**src/sv/bitstream_header_stripper_defines.svh**
```systemverilog
// Shared assertion macros for the header stripper.
// Each macro expects clk and rst_n in the scope where it is used.
`ifndef BITSTREAM_HEADER_STRIPPER_DEFINES_SVH
`define BITSTREAM_HEADER_STRIPPER_DEFINES_SVH

// The condition must hold at every clock edge out of reset.
`define BHS_ASSERT_ALWAYS(lbl, cond) \
    lbl: assert property (@(posedge clk) disable iff (!rst_n) (cond)) \
        else $error("bhs assertion failed");

// When the first condition holds, the second holds in the same cycle.
`define BHS_ASSERT_IMPLY(lbl, pre, post) \
    lbl: assert property (@(posedge clk) disable iff (!rst_n) (pre) |-> (post)) \
        else $error("bhs assertion failed");

// When the first condition holds, the second holds in the next cycle.
`define BHS_ASSERT_NEXT(lbl, pre, post) \
    lbl: assert property (@(posedge clk) disable iff (!rst_n) (pre) |=> (post)) \
        else $error("bhs assertion failed");

`endif

```
**src/sv/bhs_pkg.sv**
```systemverilog
package bhs_pkg;

    // Result classification of one byte.
    typedef enum logic [2:0]
    {
        KIND_HEADER  = 3'd0,
        KIND_PAYLOAD = 3'd1,
        KIND_EXTRA   = 3'd2,
        KIND_BADKEY  = 3'd3,
        KIND_IGNORED = 3'd4
    } kind_t;

    // Parser phase within a field, one-hot.
    typedef enum logic [7:0]
    {
        PH_LEN_HI  = 8'b0000_0001,
        PH_LEN_LO  = 8'b0000_0010,
        PH_BODY    = 8'b0000_0100,
        PH_KEY     = 8'b0000_1000,
        PH_BITLEN0 = 8'b0001_0000,
        PH_BITLEN1 = 8'b0010_0000,
        PH_BITLEN2 = 8'b0100_0000,
        PH_BITLEN3 = 8'b1000_0000
    } phase_t;

    localparam logic [2:0] FIRST_KEYED_FIELD = 3'd3;
    localparam logic [2:0] PAYLOAD_FIELD     = 3'd6;

    // One input item.
    typedef struct packed
    {
        logic [7:0] data_byte;
        logic       first_byte;
    } item_t;

    // One result item.
    typedef struct packed
    {
        kind_t       kind;
        logic [7:0]  out_byte;
        logic [2:0]  field_number;
        logic [31:0] remaining_length;
        logic [31:0] extra_count;
    } result_t;

    // Expected key byte for a keyed field.
    function automatic logic [7:0] key_for_field(input logic [2:0] field);
        logic [7:0] key;
        case (field)
            3'd3:    key = 8'h62;   // 'b'
            3'd4:    key = 8'h63;   // 'c'
            3'd5:    key = 8'h64;   // 'd'
            3'd6:    key = 8'h65;   // 'e'
            default: key = 8'h62;
        endcase
        return key;
    endfunction

endpackage

```
**src/sv/bhs_parser.sv**
```systemverilog
`include "bitstream_header_stripper_defines.svh"

module bhs_parser
(
    input  logic            clk,
    input  logic            rst_n,
    input  logic            take,
    input  bhs_pkg::item_t  item,
    output bhs_pkg::result_t result
);
    import bhs_pkg::*;

    logic [2:0]  field_index_reg, field_index_next;
    phase_t      phase_reg, phase_next;
    logic [15:0] skip_count_reg, skip_count_next;
    logic [31:0] remaining_reg, remaining_next;
    logic [31:0] beyond_reg, beyond_next;
    logic        error_reg, error_next;

    logic [2:0]  cur_field;
    phase_t      cur_phase;
    logic [15:0] cur_skip;
    logic [31:0] cur_remaining;
    logic [31:0] cur_beyond;
    logic        cur_error;
    logic [7:0]  b;
    logic [2:0]  field_inc;
    logic [15:0] skip_len;
    logic [15:0] skip_dec;
    logic [31:0] remaining_shift;
    logic        in_payload_field;
    kind_t       kind;

    // State as seen by this item: a first byte starts from the reset values.
    always_comb
    begin
        b = item.data_byte;
        if (item.first_byte)
        begin
            cur_field     = 3'd0;
            cur_phase     = PH_LEN_HI;
            cur_skip      = 16'd0;
            cur_remaining = 32'd0;
            cur_beyond    = 32'd0;
            cur_error     = 1'b0;
        end
        else
        begin
            cur_field     = (field_index_reg > PAYLOAD_FIELD) ? PAYLOAD_FIELD
                                                              : field_index_reg;
            cur_phase     = phase_reg;
            cur_skip      = skip_count_reg;
            cur_remaining = remaining_reg;
            cur_beyond    = beyond_reg;
            cur_error     = error_reg;
        end
        in_payload_field = (cur_field == PAYLOAD_FIELD);
        field_inc        = cur_field + 3'd1;
        skip_len         = {cur_skip[15:8], b};
        skip_dec         = cur_skip - {15'd0, (cur_skip != 16'd0)};
        remaining_shift  = {cur_remaining[23:0], b};
    end

    // Next state and result kind for the current item.
    always_comb
    begin
        field_index_next = cur_field;
        phase_next       = cur_phase;
        skip_count_next  = cur_skip;
        remaining_next   = cur_remaining;
        beyond_next      = cur_beyond;
        error_next       = cur_error;
        kind             = KIND_HEADER;

        if (cur_error)
        begin
            kind = KIND_IGNORED;
        end
        else
        begin
            case (cur_phase)
                PH_LEN_HI:
                begin
                    if (in_payload_field)
                    begin
                        if (cur_remaining != 32'd0)
                        begin
                            remaining_next = cur_remaining - 32'd1;
                            kind           = KIND_PAYLOAD;
                        end
                        else
                        begin
                            if (cur_beyond != 32'hFFFF_FFFF)
                            begin
                                beyond_next = cur_beyond + 32'd1;
                            end
                            kind = KIND_EXTRA;
                        end
                    end
                    else
                    begin
                        skip_count_next = {b, 8'h00};
                        phase_next      = PH_LEN_LO;
                    end
                end
                PH_LEN_LO:
                begin
                    if (in_payload_field)
                    begin
                        phase_next = PH_LEN_HI;
                    end
                    else if (skip_len == 16'd0)
                    begin
                        field_index_next = field_inc;
                        phase_next       = (field_inc < FIRST_KEYED_FIELD) ? PH_LEN_HI
                                                                           : PH_KEY;
                        skip_count_next  = 16'd0;
                    end
                    else
                    begin
                        skip_count_next = skip_len;
                        phase_next      = PH_BODY;
                    end
                end
                PH_BODY:
                begin
                    if (in_payload_field)
                    begin
                        phase_next = PH_LEN_HI;
                    end
                    else if (skip_dec == 16'd0)
                    begin
                        field_index_next = field_inc;
                        phase_next       = (field_inc < FIRST_KEYED_FIELD) ? PH_LEN_HI
                                                                           : PH_KEY;
                        skip_count_next  = 16'd0;
                    end
                    else
                    begin
                        skip_count_next = skip_dec;
                    end
                end
                PH_KEY:
                begin
                    if (cur_field >= FIRST_KEYED_FIELD && b == key_for_field(cur_field))
                    begin
                        phase_next = in_payload_field ? PH_BITLEN0 : PH_LEN_HI;
                    end
                    else
                    begin
                        error_next = 1'b1;
                        kind       = KIND_BADKEY;
                    end
                end
                PH_BITLEN0:
                begin
                    remaining_next = remaining_shift;
                    phase_next     = in_payload_field ? PH_BITLEN1 : PH_LEN_HI;
                end
                PH_BITLEN1:
                begin
                    remaining_next = remaining_shift;
                    phase_next     = in_payload_field ? PH_BITLEN2 : PH_LEN_HI;
                end
                PH_BITLEN2:
                begin
                    remaining_next = remaining_shift;
                    phase_next     = in_payload_field ? PH_BITLEN3 : PH_LEN_HI;
                end
                PH_BITLEN3:
                begin
                    remaining_next = remaining_shift;
                    phase_next     = PH_LEN_HI;
                end
                default:
                begin
                    phase_next = PH_LEN_HI;
                end
            endcase
        end
    end

    // Result fields: the field number as seen by this item; remaining length and extra count after it.
    always_comb
    begin
        result.kind             = kind;
        result.out_byte         = b;
        result.field_number     = cur_field;
        result.remaining_length = remaining_next;
        result.extra_count      = beyond_next;
    end

    // Parser state advances once per item taken.
    always_ff @(posedge clk or negedge rst_n)
    begin
        if (!rst_n)
        begin
            field_index_reg <= 3'd0;
            phase_reg       <= PH_LEN_HI;
            skip_count_reg  <= 16'd0;
            remaining_reg   <= 32'd0;
            beyond_reg      <= 32'd0;
            error_reg       <= 1'b0;
        end
        else if (take)
        begin
            field_index_reg <= field_index_next;
            phase_reg       <= phase_next;
            skip_count_reg  <= skip_count_next;
            remaining_reg   <= remaining_next;
            beyond_reg      <= beyond_next;
            error_reg       <= error_next;
        end
    end

    `BHS_ASSERT_ALWAYS(a_field_range, field_index_reg <= PAYLOAD_FIELD)
    `BHS_ASSERT_IMPLY(a_bitlen_in_payload, phase_reg == PH_BITLEN0 || phase_reg == PH_BITLEN1 || phase_reg == PH_BITLEN2 || phase_reg == PH_BITLEN3, field_index_reg == PAYLOAD_FIELD)
    `BHS_ASSERT_IMPLY(a_skip_only_in_len, skip_count_reg != 16'd0, phase_reg == PH_LEN_LO || phase_reg == PH_BODY)
    `BHS_ASSERT_NEXT(a_error_sticky, error_reg && !(take && item.first_byte), error_reg)
    `BHS_ASSERT_NEXT(a_extra_saturates, beyond_reg == 32'hFFFF_FFFF && !(take && item.first_byte), beyond_reg == 32'hFFFF_FFFF)

endmodule

```
**src/sv/bitstream_header_stripper.sv**
```systemverilog
// Configuration-file header stripper. Bytes of the file enter one per item;
// first_byte restarts the parser for a new file. Every item yields exactly one
// result item that classifies the byte (header, payload within the declared
// length, payload beyond it, bad key, ignored after an error) and reports the
// field, remaining bitstream length and saturating extra count. An item
// passes through the input register and then the result register; the parser
// classifies each byte combinationally between them, so one item per clock
// is sustained when the result side does not stall.
module bitstream_header_stripper
(
    input  logic        clk,
    input  logic        rst_n,
    input  logic        in_valid,
    output logic        in_stall,
    input  logic [7:0]  data_byte,
    input  logic        first_byte,
    output logic        out_valid,
    input  logic        out_stall,
    output logic [2:0]  kind,
    output logic [7:0]  out_byte,
    output logic [2:0]  field_number,
    output logic [31:0] remaining_length,
    output logic [31:0] extra_count
);
    import bhs_pkg::*;

    logic    in_valid_reg, in_valid_next;
    item_t   in_item_reg;
    logic    out_valid_reg, out_valid_next;
    result_t out_result_reg;
    result_t parsed;
    logic    in_take;
    logic    advance;

    // The held item moves on when the result register is free or draining.
    assign advance  = in_valid_reg && (!out_valid_reg || !out_stall);
    assign in_stall = in_valid_reg && !advance;
    assign in_take  = in_valid && !in_stall;

    bhs_parser u_parser
    (
        .clk    (clk),
        .rst_n  (rst_n),
        .take   (advance),
        .item   (in_item_reg),
        .result (parsed)
    );

    // Valid flags of the input and result registers.
    always_comb
    begin
        in_valid_next = in_valid_reg;
        if (in_take)
        begin
            in_valid_next = 1'b1;
        end
        else if (advance)
        begin
            in_valid_next = 1'b0;
        end

        out_valid_next = out_valid_reg;
        if (advance)
        begin
            out_valid_next = 1'b1;
        end
        else if (out_valid_reg && !out_stall)
        begin
            out_valid_next = 1'b0;
        end
    end

    always_ff @(posedge clk or negedge rst_n)
    begin
        if (!rst_n)
        begin
            in_valid_reg  <= 1'b0;
            out_valid_reg <= 1'b0;
        end
        else
        begin
            in_valid_reg  <= in_valid_next;
            out_valid_reg <= out_valid_next;
        end
    end

    // Payload registers.
    always_ff @(posedge clk)
    begin
        if (in_take)
        begin
            in_item_reg.data_byte  <= data_byte;
            in_item_reg.first_byte <= first_byte;
        end
        if (advance)
        begin
            out_result_reg <= parsed;
        end
    end

    assign out_valid        = out_valid_reg;
    assign kind             = out_result_reg.kind;
    assign out_byte         = out_result_reg.out_byte;
    assign field_number     = out_result_reg.field_number;
    assign remaining_length = out_result_reg.remaining_length;
    assign extra_count      = out_result_reg.extra_count;

endmodule

```
**config.mk**
```make
export PLATFORM = sky130hd
export DESIGN_NAME = bitstream_header_stripper
export DESIGN_NICKNAME = d
export VERILOG_FILES = /design/src/sv/bhs_pkg.sv /design/src/sv/bhs_parser.sv /design/src/sv/bitstream_header_stripper.sv
export VERILOG_INCLUDE_DIRS = /design/src /design/src/sv
export SDC_FILE = /design/constraint.sdc
export NUM_CORES = 1
export LEC_CHECK = 0
export ABC_AREA = 1
export BUFFER_PORTS_ARGS = -buffer_cell sky130_fd_sc_hd__clkbuf_2
export CAP_MARGIN = 10
export CORE_MARGIN = 2
export CORE_UTILIZATION = 57
export DETAILED_ROUTE_END_ITERATION = 12
export GPL_ROUTABILITY_DRIVEN = 0
export HOLD_SLACK_MARGIN = 0.03
export PLACE_DENSITY_LB_ADDON = 0.08
export SYNTH_ARGS = -nofsm -noshare
export SYNTH_HDL_FRONTEND = slang
export SYNTH_SLANG_ARGS = --single-unit
```
**constraint.sdc**
```tcl
create_clock -name clk -period 7.3 [get_ports clk]
set_clock_uncertainty 0.2 [all_clocks]
set_input_delay 0.365 -clock clk [delete_from_list [all_inputs] [get_ports clk]]
set_output_delay 0.365 -clock clk [all_outputs]
set_load 0.005 [all_outputs]
```
==> metrics <==
DRT iter0 DRCs=1145; Starting Density=58.5%; n_diodes=0; flops & latches, synth=181; Layout Nets=1766; Final Max Slew Viols=0; multi-input logic area=0.00589 mm²; CP Data Required Time=7.41 ns; total chip power=3.94 mW; CTS tree=yes; H-tree depth=4; Worst-path clk slew=0.08 ns; DRC viols=0; via/cell ratio=5.73; most common cell after layout, fill and taps aside=nand2_1; # fillers=1822; PortBufs=92; R2R cell count=16; WS Path Type=reg2reg; slowest stage delay, CP=0.61 ns; first-pass GRT wire length=53900 µm; GRT overflow=0; CP Launch Type=flop; num ports=93; Tcrit/Tclk final=66.5%; outcome=finished clean; worst r2r dst=u_parser.skip_count_reg[12]; Setup crit end kind=flop; Clock Root Buffer=clkbuf_16; die width=149 µm; R2R Setup Slk=2.45 ns; Setup Total Neg Slack=0 ns; Max Cap Violations=0; post-CTS sizing=0; sequential-to-total area share from yosys stat=41.7%; Mapped Nets=1694; Worst Path Max Fanout=72; crit path time final=4.85 ns; Least-Margin Pin Slew=0.975 ns; leakage=6.40 nW; worst r2r src=in_item_reg[0]; WP data arrival=4.97 ns; routed len/inst=16.5 µm; Worst-Skew Late Latency=0.44 ns; CP Cell Sequence=buf_4, inv_6, nand3_2, ha_1, nand2_2, buf_4, inv_1, buf_4, nor2_2, inv_1, nand2_2, nand2_1, inv_1, o21ai_0, nor2_1, a21oi_1; Max Fclk=206 MHz; RSZ-0062 raised after global routing=false; # setup viols final=0; CP delay by family, top=buffers and inverters; initial antenna violation count=0; share of the synthesized area in the top cell type=21.9%; Area contributors post-synth=edfxtp_1, dfrtp_1, nand2_1; post-synth top area cell=edfxtp_1; Register Area=0.00497 mm²; total CTS buffers=17; yosys warns=0; Setup Buffers After CTS=0; worst min path class=in2async; average cell area after synthesis=7.13 µm²; distinct cell type count of the synthesized netlist=52; Final Hold Fails=0; DR vias=11600; die area=0.0221 mm²; Detailed Route WL=33500 µm; Post-Synthesis Cell Area=0.0119 mm²; most frequent cells in the layout=nand2_1, nor2_1, inv_1, o21ai_0, dfrtp_1; vias in the first global route=10800; num rows=52; CP max stage cell=inv_6; core area=0.0204 mm²; Antenna Violating Nets Remaining=0; pwr dens=298 mW/mm²; Detailed Place HPWL=23100 µm; Die Ht=149 µm; WP buf/inv=7; CTS Sinks=181; final core utilization=64.8%; clk buf depth=2; First-pass DRT Iterations=8; share of cells above drive strength 1=11.6%; Gate Count Post-Synth=1672; maximum VDD drop=0.158 mV; largest net degree at the start of global routing=94; Worst slew margin=34.9%; Area Overhead vs Synth=10.7%; gr usage total=30.7%
-- routing by layer --
| metal | wire (µm) | vias up | GRT usage (%) | share of wire (%) |
|---|---|---|---|---|
| met5 | 0 | - | 0 | 0 |
| met4 | 1270 | 0 | 14.0 | 3.8 |
| met3 | 2650 | 116 | 4.14 | 7.9 |
| met2 | 15500 | 571 | 49.1 | 46 |
| met1 | 14100 | 5353 | 41.9 | 42 |
| li1 | - | 5565 | - | - |
-- repair_timing --
item | 4_1_cts | 5_1_grt
endpoints found under the hold margin | 50 | 0
endpoints found under the setup margin | 0 | 0
hold buffers | 12 | 0
-- worst register-to-register path, stage by stage, from the launching register on --
cell,delay [ns]
edfxtp_1,0.38
buf_4,0.35
inv_6,0.64
nand3_2,0.26
ha_1,0.30
nand2_2,0.07
buf_4,0.45
inv_1,0.61
buf_4,0.42
nor2_2,0.19
inv_1,0.15
nand2_2,0.23
nand2_1,0.08
inv_1,0.11
o21ai_0,0.09
nor2_1,0.13
a21oi_1,0.05
-- Yosys cell counts, drive strengths merged --
| library cell | number |
|---|---|
| dfstp | 1 |
| nand3 | 98 |
| o211ai | 26 |
| nand2 | 561 |
| xnor2 | 3 |
| o22a | 1 |
| nor2 | 209 |
| nand4 | 29 |
| and3 | 1 |
| ha | 9 |
| a32oi | 5 |
| inv | 197 |
| o32ai | 2 |
| a211oi | 1 |
| a22oi | 3 |
| or2 | 1 |
| nand3b | 1 |
| a21o | 1 |
| xor2 | 35 |
| nor3 | 23 |
| o221ai | 3 |
| clkinv | 2 |
| o21ai | 154 |
| clkbuf | 36 |
| a31oi | 4 |
| and2 | 7 |
| dfrtp | 93 |
| a221oi | 2 |
| a21oi | 46 |
| o22ai | 3 |
| edfxtp | 87 |
| buf | 24 |
| nor4 | 4 |
-- power by group --
group	total (mW)	switching, mW	internal, mW
Combinational	1.63	1.17	0.463
Sequential	1.37	0.116	1.26
Clock	0.929	0.442	0.487
Total	3.94	1.73	2.21
-- per-stage QoR --
step | worst slack [ns] | hold WS, ns | cells | cell area (µm²)
after floorplan | 3.54 | -0.131 | 1672 | 11900
after global placement | 2.78 | 0.200 | 1983 | 12500
after detailed placement | 2.62 | 0.205 | 1983 | 12500
after CTS | 2.61 | 0.268 | 2027 | 13200
after global routing | 2.18 | 0.287 | 2027 | 13200
final | 2.45 | 0.261 | 2027 | 13200
-- area by class of cell --
cell class / count / area share, %
Tap cell: 270 / 2.56
Clock buffer: 17 / 3.22
Multi-Input combinational cell: 1232 / 44.7
Timing Repair Buffer: 113 / 4.93
Sequential cell: 181 / 37.6
Inverter: 199 / 5.74
Clock inverter: 15 / 1.24
-- logic make-up (layout without fill, tap and decap cells) --
kind of cell	count (synthesis)	in the layout	synth area share (%)
AND/OR/NAND/NOR	934	934	33.9
buffers and inverters	259	344	8.92
AO/OA/AOI/OAI	251	251	11.7
flip-flops	181	181	41.7
XOR/XNOR	38	38	2.86
adder cells (fa/ha/maj)	9	9	0.945
-- worst max-delay path by stage --
stage / depth (start not counted) / to / slack (ns) / start
finish: 16 / u_parser.skip_count_reg[12] / 2.45 / in_item_reg[0]
global route: 16 / u_parser.skip_count_reg[12] / 2.18 / in_item_reg[0]
CTS: 16 / u_parser.skip_count_reg[12] / 2.61 / in_item_reg[0]
detailed placement: 16 / u_parser.skip_count_reg[12] / 2.62 / in_item_reg[0]
global placement: 16 / u_parser.skip_count_reg[12] / 2.78 / in_item_reg[0]
floorplan: 4 / extra_count[0] / 3.54 / out_valid
Power figures use the tool's default switching activity.
